[config.mk]
export PLATFORM = sky130hd
export DESIGN_NAME = soundex_encoder_core
export DESIGN_NICKNAME = d
export VERILOG_FILES = /design/src/rtl/core/sxe_pkg.sv /design/src/rtl/core/sxe_front.sv /design/src/rtl/core/sxe_queue.sv /design/src/rtl/core/sxe_back.sv /design/src/rtl/core/soundex_encoder_core.sv
export SDC_FILE = /design/constraint.sdc
export NUM_CORES = 1
export LEC_CHECK = 0
export BUFFER_PORTS_ARGS = -buffer_cell sky130_fd_sc_hd__buf_2
export CORE_MARGIN = 1.5
export CORE_UTILIZATION = 58
export DETAILED_ROUTE_END_ITERATION = 16
export PLACE_DENSITY = 0.79
export SLEW_MARGIN = 5
export SYNTH_ARGS = -nofsm -noshare
export SYNTH_HDL_FRONTEND = slang
export SYNTH_SLANG_ARGS = --single-unit
[constraint.sdc]
create_clock -name aclk -period 3.3 [get_ports aclk]
set_input_delay 0.495 -clock aclk [delete_from_list [all_inputs] [get_ports aclk]]
set_output_delay 0.495 -clock aclk [all_outputs]
set_load 0.02 [all_outputs]
[src/rtl/core/sxe_pkg.sv]
`default_nettype none
package sxe_pkg;

    localparam int CHAR_W   = 8;
    localparam int CODE_W   = 3;
    localparam int IDX_W    = 5;
    localparam int NUM_DIGITS = 3;
    localparam int LETTERS  = 26;

    localparam logic [CHAR_W-1:0] ASCII_UPPER_A = 8'h41;
    localparam logic [CHAR_W-1:0] ASCII_UPPER_Z = 8'h5A;
    localparam logic [CHAR_W-1:0] ASCII_LOWER_A = 8'h61;
    localparam logic [CHAR_W-1:0] ASCII_LOWER_Z = 8'h7A;

    // Soundex classes: vowel resets the prior code, ignored leaves it alone.
    localparam logic [CODE_W-1:0] CLS_VOWEL   = 3'd0;
    localparam logic [CODE_W-1:0] CLS_IGNORED = 3'd7;

    typedef logic [CODE_W-1:0] code_t;

    localparam code_t LETTER_CLASS [LETTERS] = '{
        3'd0, 3'd1, 3'd2, 3'd3, 3'd0, 3'd1, 3'd2, 3'd7, 3'd0, 3'd2, 3'd2, 3'd4, 3'd5,
        3'd5, 3'd0, 3'd1, 3'd2, 3'd6, 3'd2, 3'd3, 3'd0, 3'd1, 3'd7, 3'd2, 3'd0, 3'd2
    };

    // One classified character, as handed from the front to the back.
    typedef struct packed {
        logic              is_letter;
        code_t             cls;
        logic [CHAR_W-1:0] letter;
        logic              last;
    } entry_t;

    typedef struct packed {
        logic [CHAR_W-1:0] lead_char;
        code_t             digit_one;
        code_t             digit_two;
        code_t             digit_three;
    } result_t;

endpackage
`default_nettype wire

[src/rtl/core/sxe_front.sv]
`default_nettype none
module sxe_front (
    input  wire logic [sxe_pkg::CHAR_W-1:0] char_code,
    input  wire logic                       last_char,
    output sxe_pkg::entry_t                 entry
);

    logic                      upper;
    logic                      lower;
    logic [sxe_pkg::CHAR_W-1:0] offset;
    logic [sxe_pkg::IDX_W-1:0]  idx;

    always_comb begin
        upper  = (char_code >= sxe_pkg::ASCII_UPPER_A) && (char_code <= sxe_pkg::ASCII_UPPER_Z);
        lower  = (char_code >= sxe_pkg::ASCII_LOWER_A) && (char_code <= sxe_pkg::ASCII_LOWER_Z);
        offset = upper ? (char_code - sxe_pkg::ASCII_UPPER_A)
                       : (char_code - sxe_pkg::ASCII_LOWER_A);
        // outside the letter ranges the index is never used; clamp to a legal row
        idx    = (upper || lower) ? offset[sxe_pkg::IDX_W-1:0] : '0;

        entry.is_letter = upper || lower;
        entry.cls       = sxe_pkg::LETTER_CLASS[idx];
        entry.letter    = sxe_pkg::ASCII_UPPER_A + {{(sxe_pkg::CHAR_W-sxe_pkg::IDX_W){1'b0}}, idx};
        entry.last      = last_char;
    end

endmodule
`default_nettype wire

[src/rtl/core/sxe_queue.sv]
`default_nettype none
module sxe_queue #(
    parameter int DEPTH = 2
) (
    input  wire logic            aclk,
    input  wire logic            aresetn,
    input  wire logic            push,
    input  wire sxe_pkg::entry_t push_data,
    output logic                 full,
    input  wire logic            pop,
    output sxe_pkg::entry_t      pop_data,
    output logic                 not_empty
);

    localparam int PTR_W = (DEPTH > 1) ? $clog2(DEPTH) : 1;
    localparam int CNT_W = $clog2(DEPTH + 1);
    localparam logic [PTR_W-1:0] LAST_PTR = PTR_W'(DEPTH - 1);
    localparam logic [CNT_W-1:0] FULL_CNT = CNT_W'(DEPTH);

    sxe_pkg::entry_t  slot_reg [DEPTH];
    logic [PTR_W-1:0] wr_ptr_reg, wr_ptr_next;
    logic [PTR_W-1:0] rd_ptr_reg, rd_ptr_next;
    logic [CNT_W-1:0] count_reg, count_next;
    logic             do_push;
    logic             do_pop;

    assign full      = (count_reg == FULL_CNT);
    assign not_empty = (count_reg != '0);
    assign pop_data  = slot_reg[rd_ptr_reg];

    always_comb begin
        do_push     = push && !full;
        do_pop      = pop && not_empty;
        wr_ptr_next = wr_ptr_reg;
        rd_ptr_next = rd_ptr_reg;
        count_next  = count_reg;
        if (do_push) begin
            wr_ptr_next = (wr_ptr_reg == LAST_PTR) ? '0 : wr_ptr_reg + 1'b1;
        end
        if (do_pop) begin
            rd_ptr_next = (rd_ptr_reg == LAST_PTR) ? '0 : rd_ptr_reg + 1'b1;
        end
        if (do_push && !do_pop) begin
            count_next = count_reg + 1'b1;
        end else if (do_pop && !do_push) begin
            count_next = count_reg - 1'b1;
        end
    end

    always_ff @(posedge aclk) begin
        if (!aresetn) begin
            wr_ptr_reg <= '0;
            rd_ptr_reg <= '0;
            count_reg  <= '0;
        end else begin
            wr_ptr_reg <= wr_ptr_next;
            rd_ptr_reg <= rd_ptr_next;
            count_reg  <= count_next;
        end
    end

    always_ff @(posedge aclk) begin
        if (do_push) begin
            slot_reg[wr_ptr_reg] <= push_data;
        end
    end

endmodule
`default_nettype wire

[src/rtl/core/sxe_back.sv]
`default_nettype none
module sxe_back (
    input  wire logic            aclk,
    input  wire logic            aresetn,
    input  wire logic            q_valid,
    input  wire sxe_pkg::entry_t q_data,
    output logic                 q_pop,
    output logic                 res_valid,
    output sxe_pkg::result_t     res_data,
    input  wire logic            res_ready
);

    logic                        started_reg, started_next;
    logic [sxe_pkg::CHAR_W-1:0]  lead_reg, lead_next;
    sxe_pkg::code_t              prior_reg, prior_next;
    logic [1:0]                  held_reg, held_next;
    sxe_pkg::code_t              digit_reg [sxe_pkg::NUM_DIGITS];
    sxe_pkg::code_t              digit_next [sxe_pkg::NUM_DIGITS];
    logic                        res_valid_reg, res_valid_next;
    sxe_pkg::result_t            res_data_reg, res_data_next;
    logic                        out_free;

    assign out_free  = !res_valid_reg || res_ready;
    // a request that ends a word needs room in the output register
    assign q_pop     = q_valid && (!q_data.last || out_free);
    assign res_valid = res_valid_reg;
    assign res_data  = res_data_reg;

    always_comb begin
        started_next = started_reg;
        lead_next    = lead_reg;
        prior_next   = prior_reg;
        held_next    = held_reg;
        for (int i = 0; i < sxe_pkg::NUM_DIGITS; i++) begin
            digit_next[i] = digit_reg[i];
        end

        if (q_pop && q_data.is_letter) begin
            if (!started_reg) begin
                started_next = 1'b1;
                lead_next    = q_data.letter;
                prior_next   = (q_data.cls == sxe_pkg::CLS_IGNORED) ? sxe_pkg::CLS_VOWEL
                                                                    : q_data.cls;
            end else if (q_data.cls == sxe_pkg::CLS_IGNORED) begin
                prior_next = prior_reg;
            end else if (q_data.cls == sxe_pkg::CLS_VOWEL) begin
                prior_next = sxe_pkg::CLS_VOWEL;
            end else begin
                if (q_data.cls != prior_reg && held_reg != 2'(sxe_pkg::NUM_DIGITS)) begin
                    for (int i = 0; i < sxe_pkg::NUM_DIGITS; i++) begin
                        if (held_reg == 2'(i)) begin
                            digit_next[i] = q_data.cls;
                        end
                    end
                    held_next = held_reg + 2'd1;
                end
                prior_next = q_data.cls;
            end
        end

        res_data_next  = res_data_reg;
        res_valid_next = res_valid_reg && !res_ready;
        if (q_pop && q_data.last) begin
            res_valid_next             = 1'b1;
            res_data_next.lead_char    = lead_next;
            res_data_next.digit_one    = digit_next[0];
            res_data_next.digit_two    = digit_next[1];
            res_data_next.digit_three  = digit_next[2];
            // drop the word state for the next word
            started_next = 1'b0;
            lead_next    = '0;
            prior_next   = sxe_pkg::CLS_VOWEL;
            held_next    = '0;
            for (int i = 0; i < sxe_pkg::NUM_DIGITS; i++) begin
                digit_next[i] = '0;
            end
        end
    end

    always_ff @(posedge aclk) begin
        if (!aresetn) begin
            started_reg   <= 1'b0;
            lead_reg      <= '0;
            prior_reg     <= sxe_pkg::CLS_VOWEL;
            held_reg      <= '0;
            res_valid_reg <= 1'b0;
            for (int i = 0; i < sxe_pkg::NUM_DIGITS; i++) begin
                digit_reg[i] <= '0;
            end
        end else begin
            started_reg   <= started_next;
            lead_reg      <= lead_next;
            prior_reg     <= prior_next;
            held_reg      <= held_next;
            res_valid_reg <= res_valid_next;
            for (int i = 0; i < sxe_pkg::NUM_DIGITS; i++) begin
                digit_reg[i] <= digit_next[i];
            end
        end
    end

    always_ff @(posedge aclk) begin
        res_data_reg <= res_data_next;
    end

endmodule
`default_nettype wire

[src/rtl/core/soundex_encoder_core.sv]
`default_nettype none
// Streaming American Soundex encoder. Feed a word one ASCII character per
// request on s_axis, with tlast on its final character; either case is
// accepted and non-letters are skipped. One result per word comes out on
// m_axis when the tlast character has been taken: the uppercase first letter
// and three Soundex digits, 0 marking padding. A word without letters gives
// letter 0 and digits 000. The block takes one character per cycle while the
// queue has room; the front classifies each character through a 26-entry table,
// a QUEUE_DEPTH entry queue decouples it from the back, which updates the word
// state and holds the result in an output register. A result is loaded into
// m_axis at the same edge that takes its character out of the queue, so the
// tlast character passes the queue slot and then the output register before
// m_axis_tvalid rises. While a result waits on m_axis_tready, the next tlast
// request waits in the queue and the queue fills up behind it.
module soundex_encoder_core #(
    parameter int QUEUE_DEPTH = 2
) (
    input  wire logic        aclk,
    input  wire logic        aresetn,
    input  wire logic        s_axis_tvalid,
    output logic             s_axis_tready,
    input  wire logic [7:0]  s_axis_tdata,   // [7:0] char_code
    input  wire logic        s_axis_tlast,   // last_char
    output logic             m_axis_tvalid,
    input  wire logic        m_axis_tready,
    output logic [23:0]      m_axis_tdata    // [7:0] lead_char, [10:8] code_digit_one,
                                             // [13:11] code_digit_two,
                                             // [16:14] code_digit_three, [23:17] zero
);

    sxe_pkg::entry_t  front_entry;
    sxe_pkg::entry_t  q_data;
    logic             q_full;
    logic             q_valid;
    logic             q_pop;
    sxe_pkg::result_t res_data;

    sxe_front u_front (
        .char_code (s_axis_tdata),
        .last_char (s_axis_tlast),
        .entry     (front_entry)
    );

    sxe_queue #(
        .DEPTH (QUEUE_DEPTH)
    ) u_queue (
        .aclk      (aclk),
        .aresetn   (aresetn),
        .push      (s_axis_tvalid),
        .push_data (front_entry),
        .full      (q_full),
        .pop       (q_pop),
        .pop_data  (q_data),
        .not_empty (q_valid)
    );

    sxe_back u_back (
        .aclk      (aclk),
        .aresetn   (aresetn),
        .q_valid   (q_valid),
        .q_data    (q_data),
        .q_pop     (q_pop),
        .res_valid (m_axis_tvalid),
        .res_data  (res_data),
        .res_ready (m_axis_tready)
    );

    assign s_axis_tready = !q_full;
    assign m_axis_tdata  = {7'd0, res_data.digit_three, res_data.digit_two,
                            res_data.digit_one, res_data.lead_char};

endmodule
`default_nettype wire

# Word-level counts from Yosys, hierarchy flattened

Memories as Yosys holds them, arrays and structs flattened. A register that Yosys moved wholly into a read port is not among the register bits.
Index checks and enable logic that the tools add are counted.

Register bits after elaboration: 36
Bits in latches: 0
Bits in writable memories: 35
Memory bits (read-only): 96
Output and inout bits: 26
Memories: 3

$add $sub $neg: 8
Multipliers: 0
Divide/modulo/power cells: 0
Order comparisons: 5
Equality and inequality tests: 7
Shift operators: 0
Mux-type cells: 33
Bitwise operators: 7
Reductions and logical operators: 27

Memory list:

| name             | depth | width | rd ports | clocked after Yosys merged registers in | write ports | line            | source |
|---|---|---|---|---|---|---|---|
| (name not given) | 32    | 3     | 1        | 0                                       | 0           | sxe_front.sv:22 | `entry.cls = sxe_pkg::LETTER_CLASS[idx];` |
| u_queue.slot_reg | 2     | 13    | 1        | 1                                       | 1           | sxe_queue.sv:20 | `sxe_pkg::entry_t slot_reg [DEPTH];` |
| u_back.digit_reg | 3     | 3     | 3        | 0                                       | 3           | sxe_back.sv:17  | `sxe_pkg::code_t digit_reg [sxe_pkg::NUM_DIGITS];` |

Operator list:

| cell                                                               | count |
|---|---|
| 2-to-1 mux 9 bit                                                   | 6 |
| 2-to-1 mux 3 bit                                                   | 12 |
| greater-or-equal comparator 8 x 7 -> 1 bit (second input constant) | 2 |
| <= comparator 8 x 7 -> 1 bit (second input constant)               | 2 |
| 2-to-1 mux 8 bit                                                   | 2 |
| logical AND 1 bit                                                  | 11 |
| 2-to-1 mux 5 bit                                                   | 2 |
| subtractor 5 x 1 -> 5 bit (second input constant)                  | 2 |
| 2-to-1 mux 1 bit                                                   | 9 |
| adder 7 x 5 -> 8 bit (first input constant)                        | 1 |
| greater-or-equal comparator 6 bit (second input constant)          | 1 |
| logical NOT 1 bit                                                  | 6 |
| inverter 5 -> 6 bit                                                | 1 |
| AND reduction 5 bit                                                | 1 |
| adder 2 x 1 -> 2 bit (second input constant)                       | 2 |
| == test 2 bit (second input constant)                              | 2 |
| 2-to-1 mux 2 bit                                                   | 2 |
| != test 2 bit (second input constant)                              | 2 |
| nonzero test 2 bit                                                 | 2 |
| == test 3 bit (second input constant)                              | 1 |
| logical NOT 3 bit                                                  | 1 |
| logical OR 1 bit                                                   | 3 |
| != test 3 bit                                                      | 1 |
| inverter 1 bit                                                     | 3 |
| other kinds (7)                                                    | 10 |

# Depth between registers and ports, before layout

Gate-level depths: netlist of run 1.

Depth in word-level cells: 9
Gate-level depth with buffers: 12
Depth with buffers taken out: 12

# By module

A second synthesis of run 1 with hierarchy kept.

Cells, all modules: 296
Area, all modules: 3,585.9 um^2

Modules (own cells, without submodules):

| module               | instances | cells each | area each (um^2) | seq. area each (um^2) |
|---|---|---|---|---|
| sxe_back             | 1         | 144        | 1,823.0          | 991.0 |
| sxe_queue            | 1         | 65         | 1,168.6          | 880.8 |
| sxe_front            | 1         | 78         | 534.3            | 0.0 |
| soundex_encoder_core | 1         | 9          | 60.1             | 0.0 |

# Worst setup path after synthesis of run 1

OpenSTA, ideal clock, no wires.

Path type: input -> register
From: input s_axis_tdata[0]
To: memory u_queue.slot_reg[0][9] in the netlist's numbering, data pin
Library setup time: 0.150 ns
Arrival: 2.443 ns
Required time: 3.150 ns
Path slack: 0.707 ns
Stages: 11
Path buffers: 0
Cell sequence: inv_1 -> ha_1 -> nor3b_1 -> a21oi_1 -> o21ai_1 -> nor2_1 -> inv_1 -> ha_1 -> a2111oi_0 -> a31oi_1 -> nor2_1

RTL lines:

| what            | line                       | source |
|---|---|---|
| start, declared | soundex_encoder_core.sv:22 | `input wire logic [7:0] s_axis_tdata,` |
| end, declared   | sxe_queue.sv:20            |  |

==> flow_metrics.tcl, run 1 <==
set metrics [dict create \
    cellLeakagePower_nw 1.51 \
    grt_pass1_vias 1941 \
    crit_family "compound AO/OA/AOI/OAI gates" \
    synth-seq-cells 68 \
    cp_slowest_cell "a2111oi_0" \
    setup_viol 0 \
    synth_top_area_share_pct 35.5 \
    synthCells 274 \
    switchingPower_mw 0.876 \
    clkPwrFrac_pct 26.5 \
    synth_top_family_by_area "simple AND/OR/NAND/NOR gates" \
    power.internal_mw 1.83 \
    synth.cells.most_frequent "39 x edfxtp_1, 29 x dfxtp_1, 24 x nor2_1" \
    combPwrFrac_pct 29.7 \
    via_per_inst 5.24 \
    maxCapViolations 0 \
    endpoint_kind "flip-flop" \
    row_count 27 \
    critPathMaxStageDelay_ns 0.41 \
    cp_cell_sequence "buf_2, inv_1, ha_1, nor3b_1, a21oi_1, o21ai_1, buf_4, nor2_1, ha_1, a2111oi_0, a31oi_1, nor2_1" \
    synth_most_common_cell "edfxtp_1" \
    largest_register_ffs 22 \
    core-area_um2 5510 \
    grt_pass1_wl_um 8540 \
    stdcell_area_um2 3690 \
    final_hold_viol_count 0 \
    fmax_mhz 367 \
    syn_to_final_growth_pct 12.0 \
    slew_headroom_pct 34.7 \
    die_y_um 78.4 \
    io_buffers 31 \
    crit_arrival_ns 2.89 \
    avgSynthCellArea_um2 12.0 \
    routed_wl_um 5050 \
    place_congestion 0.892 \
    wl_per_cell_um 13.0 \
    antenna_found_initial 0 \
    tightest_slew_ns 0.976 \
    grtUsageTotal_pct 18.1 \
    critPathBufInv 3 \
    skew_ns 0.00806 \
    gr-total-overflow 0 \
    post-cts-setup-buffers 0 \
    cts_sinks 68 \
    cp.required_ns 3.47 \
    power_density_nw_per_um2 732 \
    die-width_um 78.4 \
    numCtsBuffers 9 \
    ys_warn_count 0 \
    antenna_cells 0 \
    yosys.area_share.xor_xnor_pct 3.72 \
    synth_compound_area_share_pct 8.46 \
    synth_edf_count 39 \
    worstSkewPairLatency_ns 0.33 \
    crit_path_start_kind "input port" \
    drc 0 \
    status "finished, final reports clean" \
    ios 39 \
    drive_above_1_share_pct 22.8 \
    cts.reportedPaths.clkPinSlew_ns 0.07 \
    synth-simple-area-share_pct 15.3 \
    async_flop_share_pct 0 \
    placed_cell_area_um2 3480 \
    synthAdderAreaFrac_pct 4.93 \
    start_util_pct 59.9 \
    finalCriticalPeriod_ns 2.73 \
    switching_share_pct 32.4 \
    via_count 2033 \
    ir_drop_uv 457 \
    synthMuxAreaShare_pct 10.1 \
    cp_max_fo 7 \
    h-tree-depth 3 \
    rsz0062_at_grt "no" \
    pwr-share-seq_pct 43.8 \
    dieArea_um2 6150 \
    syn_area_um2 3300 \
    ys_seq_area_share_pct 53.1 \
    antenna_left 0 \
    worstSetupPathType "input port to flip-flop" \
    cts_resized 0 \
    cts_root_buf "clkbuf_8" \
    fin_tns_setup_ns 0 \
    max-clock-path-buffers 2 \
    hpwl_um 3620 \
    post-route-period-util_pct 82.6 \
    fin_nets 337 \
    drtIter0Drc 155 \
    synth_ff_type "edfxtp_1" \
    hold_class "input port to flip-flop" \
    yosys.cell_types.count 49 \
    hold_buffers 0 \
    synth_area_leader_cell "edfxtp_1" \
    ys_top_cells_by_area "edfxtp_1 36%, dfxtp_1 18%, mux2i_1 5.2%" \
    grt_max_degree 20 \
    first_pass_iters 5 \
    cts_tree "done" \
    drv_slew 0 \
]
==> path summary, 6_finish.rpt <==
check                              start                     end  slack [ns]  cells after the start
setup / recovery         s_axis_tdata[0]  u_queue.slot_reg[0][9]        0.57                     12
hold / removal              s_axis_tlast  u_queue.slot_reg[0][0]        0.37                      1
setup reg to reg               flip-flop      u_back.res_data[8]        0.70                      5
hold reg to reg   u_back.digit_reg[0][7]  u_back.digit_reg[0][7]        0.47                      2
==> stage by stage <==
stage	cells	worst slack (ns)	util [%]	power (mW)	hold WS [ns]
2_1_floorplan	280	0.707	-	1.85	0.435
3_3_place_gp	372	0.430	63.3	1.99	0.446
3_5_place_dp	372	0.281	63.3	2.00	0.456
4_1_cts	388	0.639	67.1	2.72	0.349
5_1_grt	388	0.483	67.1	2.86	0.359
6_report	388	0.574	67.1	2.70	0.372
==> power groups by stage <==
stage          combinational [mW]  clock (mW)  sequential (mW)
6_report                    0.802       0.717             1.18
5_1_grt                     0.889       0.766             1.20
4_1_cts                     0.808       0.728             1.19
3_5_place_dp                0.802           0             1.20
3_3_place_gp                0.791           0             1.20
2_1_floorplan               0.571           0             1.28
==> layout by cell type (no fill, tap or decap), types with 3 or more instances in the layout <==
cell type and n:
a21oi_1 12, a31oi_1 4, and2_1 12, and3_1 4
buf_2 31, buf_4 3, clkbuf_8 9, conb_1 7
dfxtp_1 29, edfxtp_1 39, ha_1 13, inv_1 10
mux2_2 5, mux2_4 7, mux2i_1 17, nand2_1 21
nand4_4 3, nor2_1 24, nor2b_1 3, o21a_1 3
o21ai_0 5, xnor2_1 9, xor2_1 5
==> worst reg2reg max path: cells and delay by family (launching register included) <==
family	cells	cell delay [ns]
flops	1	0.61
xor+xnor	1	0.15
simple gates	2	0.81
mux	2	0.78
==> area by class of cell <==
class	instances	area [um2]
inverter	10	37.5
clock inverter	5	77.6
tap	72	90.1
timing repair buffer	34	178
sequential	68	1750
clock buffer	11	131
multi-input combinational	188	1430
fill	410	1810
==> kinds of logic (layout without fill, tap and decap cells) <==
group | Yosys count | count (layout)
XOR/XNOR | 14 | 14
flip-flops | 68 | 68
adder cells (fa/ha/maj) | 13 | 13
buffers and inverters | 24 | 60
AO/OA/AOI/OAI | 38 | 38
other | 1 | 7
AND/OR/NAND/NOR | 87 | 87
multiplexers | 29 | 29
==> per-layer routing <==
layer | global-route usage [%] | wire length, um | vias up | share of wire [%]
met2 | 31.2 | 2520 | 53 | 50
met1 | 20.5 | 2250 | 936 | 45
met3 | 5.12 | 210 | 10 | 4.2
met5 | 0 | 0 | - | 0
met4 | 8.93 | 77 | 0 | 1.5
li1 | - | - | 1034 | -
Power figures use the tool's default switching activity.
==> run 2, diff against run 1 <==
CORE_UTILIZATION = 52   (was 58)
PLACE_DENSITY = 0.75   (was 0.79)
clock period = 2.3 ns   (was 3.3 ns; I/O delays follow)
==> flow_metrics.tcl, run 2 (synthesis gave the netlist of run 1 again) <==
set metrics [dict create \
    post-cts-setup-buffers 0 \
    hold_buffers 0 \
    place_inst 413 \
    largest_register_ffs 22 \
    fmax_mhz 453 \
    mostFrequentLayoutCells "39 x edfxtp_1, 38 x buf_4, 31 x buf_2" \
    seq_area_um2 1750 \
    die_y_um 82.6 \
    rrSetupSlack_ns 0.09 \
    grt_max_degree 20 \
    drc 0 \
    setup_ws_ns 0.0946 \
    hpwl_um 4240 \
    skew_ns 0.00941 \
    drtIter0Drc 69 \
    cp.required_ns 2.39 \
    hold_class "input port to flip-flop" \
    routed_wl_um 5800 \
    multi_input_area_um2 1440 \
    antenna_left 0 \
    fill_cells 463 \
    crit_path_start_kind "flip-flop" \
    worstSetupPathType "flip-flop to flip-flop" \
    final_common_cell "edfxtp_1" \
    cts_resized 0 \
    cts_sinks 68 \
    final_hold_viol_count 0 \
    via_count 2205 \
    dieArea_um2 6830 \
    finalCriticalPeriod_ns 2.21 \
    status "finished, final reports clean" \
    cts_root_buf "clkbuf_8" \
    start_util_pct 54.7 \
    rsz0062_at_grt "no" \
    wl_per_cell_um 13.5 \
    drv_slew 0 \
    die-width_um 82.6 \
    antenna_found_initial 0 \
    grt_pass1_vias 2097 \
    grt_pass1_wl_um 9090 \
    cts_tree "done" \
    cp_max_fo 6 \
    power_density_nw_per_um2 997 \
    cellLeakagePower_nw 1.69 \
    fin_tns_setup_ns 0 \
    endpoint_kind "flip-flop" \
    pre_cts_ws_ns -0.166 \
    post-route-period-util_pct 95.9 \
    drive_above_1_share_pct 32.2 \
    ios 39 \
    first_pass_iters 4 \
    finalNonFillerCells 429 \
    fin_nets 375 \
    row_count 28 \
    core-area_um2 6030 \
    max-clock-path-buffers 2 \
    grtUsageTotal_pct 18.3 \
    tightest_slew_ns 0.728 \
    place_congestion 0.802 \
    cts.reportedPaths.clkPinSlew_ns 0.07 \
    numCtsBuffers 9 \
    antenna_cells 0 \
    maxCapViolations 0 \
    h-tree-depth 3 \
    via_per_inst 5.14 \
    slew_headroom_pct 51.1 \
    syn_to_final_growth_pct 21.5 \
    ir_drop_uv 538 \
    worstSkewPairLatency_ns 0.33 \
    gr-total-overflow 0 \
    crit_arrival_ns 2.29 \
    setup_viol 0 \
    io_buffers 31 \
]
run 2: stage by stage:
step / instance area [um2] / utilization (%) / power, mW / hold WS (ns)
2_1_floorplan: 3330 / - / 2.65 / 0.435
3_3_place_gp: 3820 / 63.3 / 3.08 / 0.445
3_5_place_dp: 3820 / 63.3 / 3.12 / 0.459
4_1_cts: 4000 / 66.4 / 4.02 / 0.200
5_1_grt: 4010 / 66.5 / 4.23 / 0.200
6_report: 4010 / 66.5 / 4.00 / 0.217
run 2: path summary, 6_finish.rpt:
kind	end	startpoint	depth (start not counted)
worst max-delay path	u_back.res_data[0]	flip-flop	6
worst min-delay path	u_queue.slot_reg[1][0]	s_axis_tlast	1
worst max register to register	u_back.res_data[0]	flip-flop	6
worst min register to register	u_back.digit_reg[0][1]	u_back.digit_reg[0][1]	2
run 2: cell type report:
class | count | share of cell area (%)
clock buffers | 11 | 3.81
clock inverters | 5 | 0.843
inverters | 10 | 0.937
multi-input cells | 188 | 35.8
flip-flops and latches | 68 | 43.8
well taps | 75 | 2.34
repair buffers | 72 | 12.5
run 2: routing by layer:
layer  up-vias  share of wire (%)  GRT usage (%)
li1       1115                  -              -
met1      1038                 42           19.5
met2        46                 52           33.0
met3         6                3.7           5.38
met4         0                1.5           8.33
met5         -                  0              0
run 2: critical path, cell delays in order (launching register included):
cell and delay [ns]:
dfxtp_2 0.39, buf_4 0.15, mux2i_1 0.27, xnor2_1 0.08, or3_1 0.52, nand4_4 0.19
mux2_2 0.36
run 2: power breakdown:
| group | switching [mW] | leakage [nW] | internal [mW] | total (mW) |
|---|---|---|---|---|
| combinational | 0.798 | 0.992 | 0.601 | 1.40 |
| clock | 0.449 | 0.0925 | 0.457 | 0.907 |
| sequential | 0.101 | 0.607 | 1.59 | 1.69 |
| total | 1.35 | 1.69 | 2.65 | 4.00 |
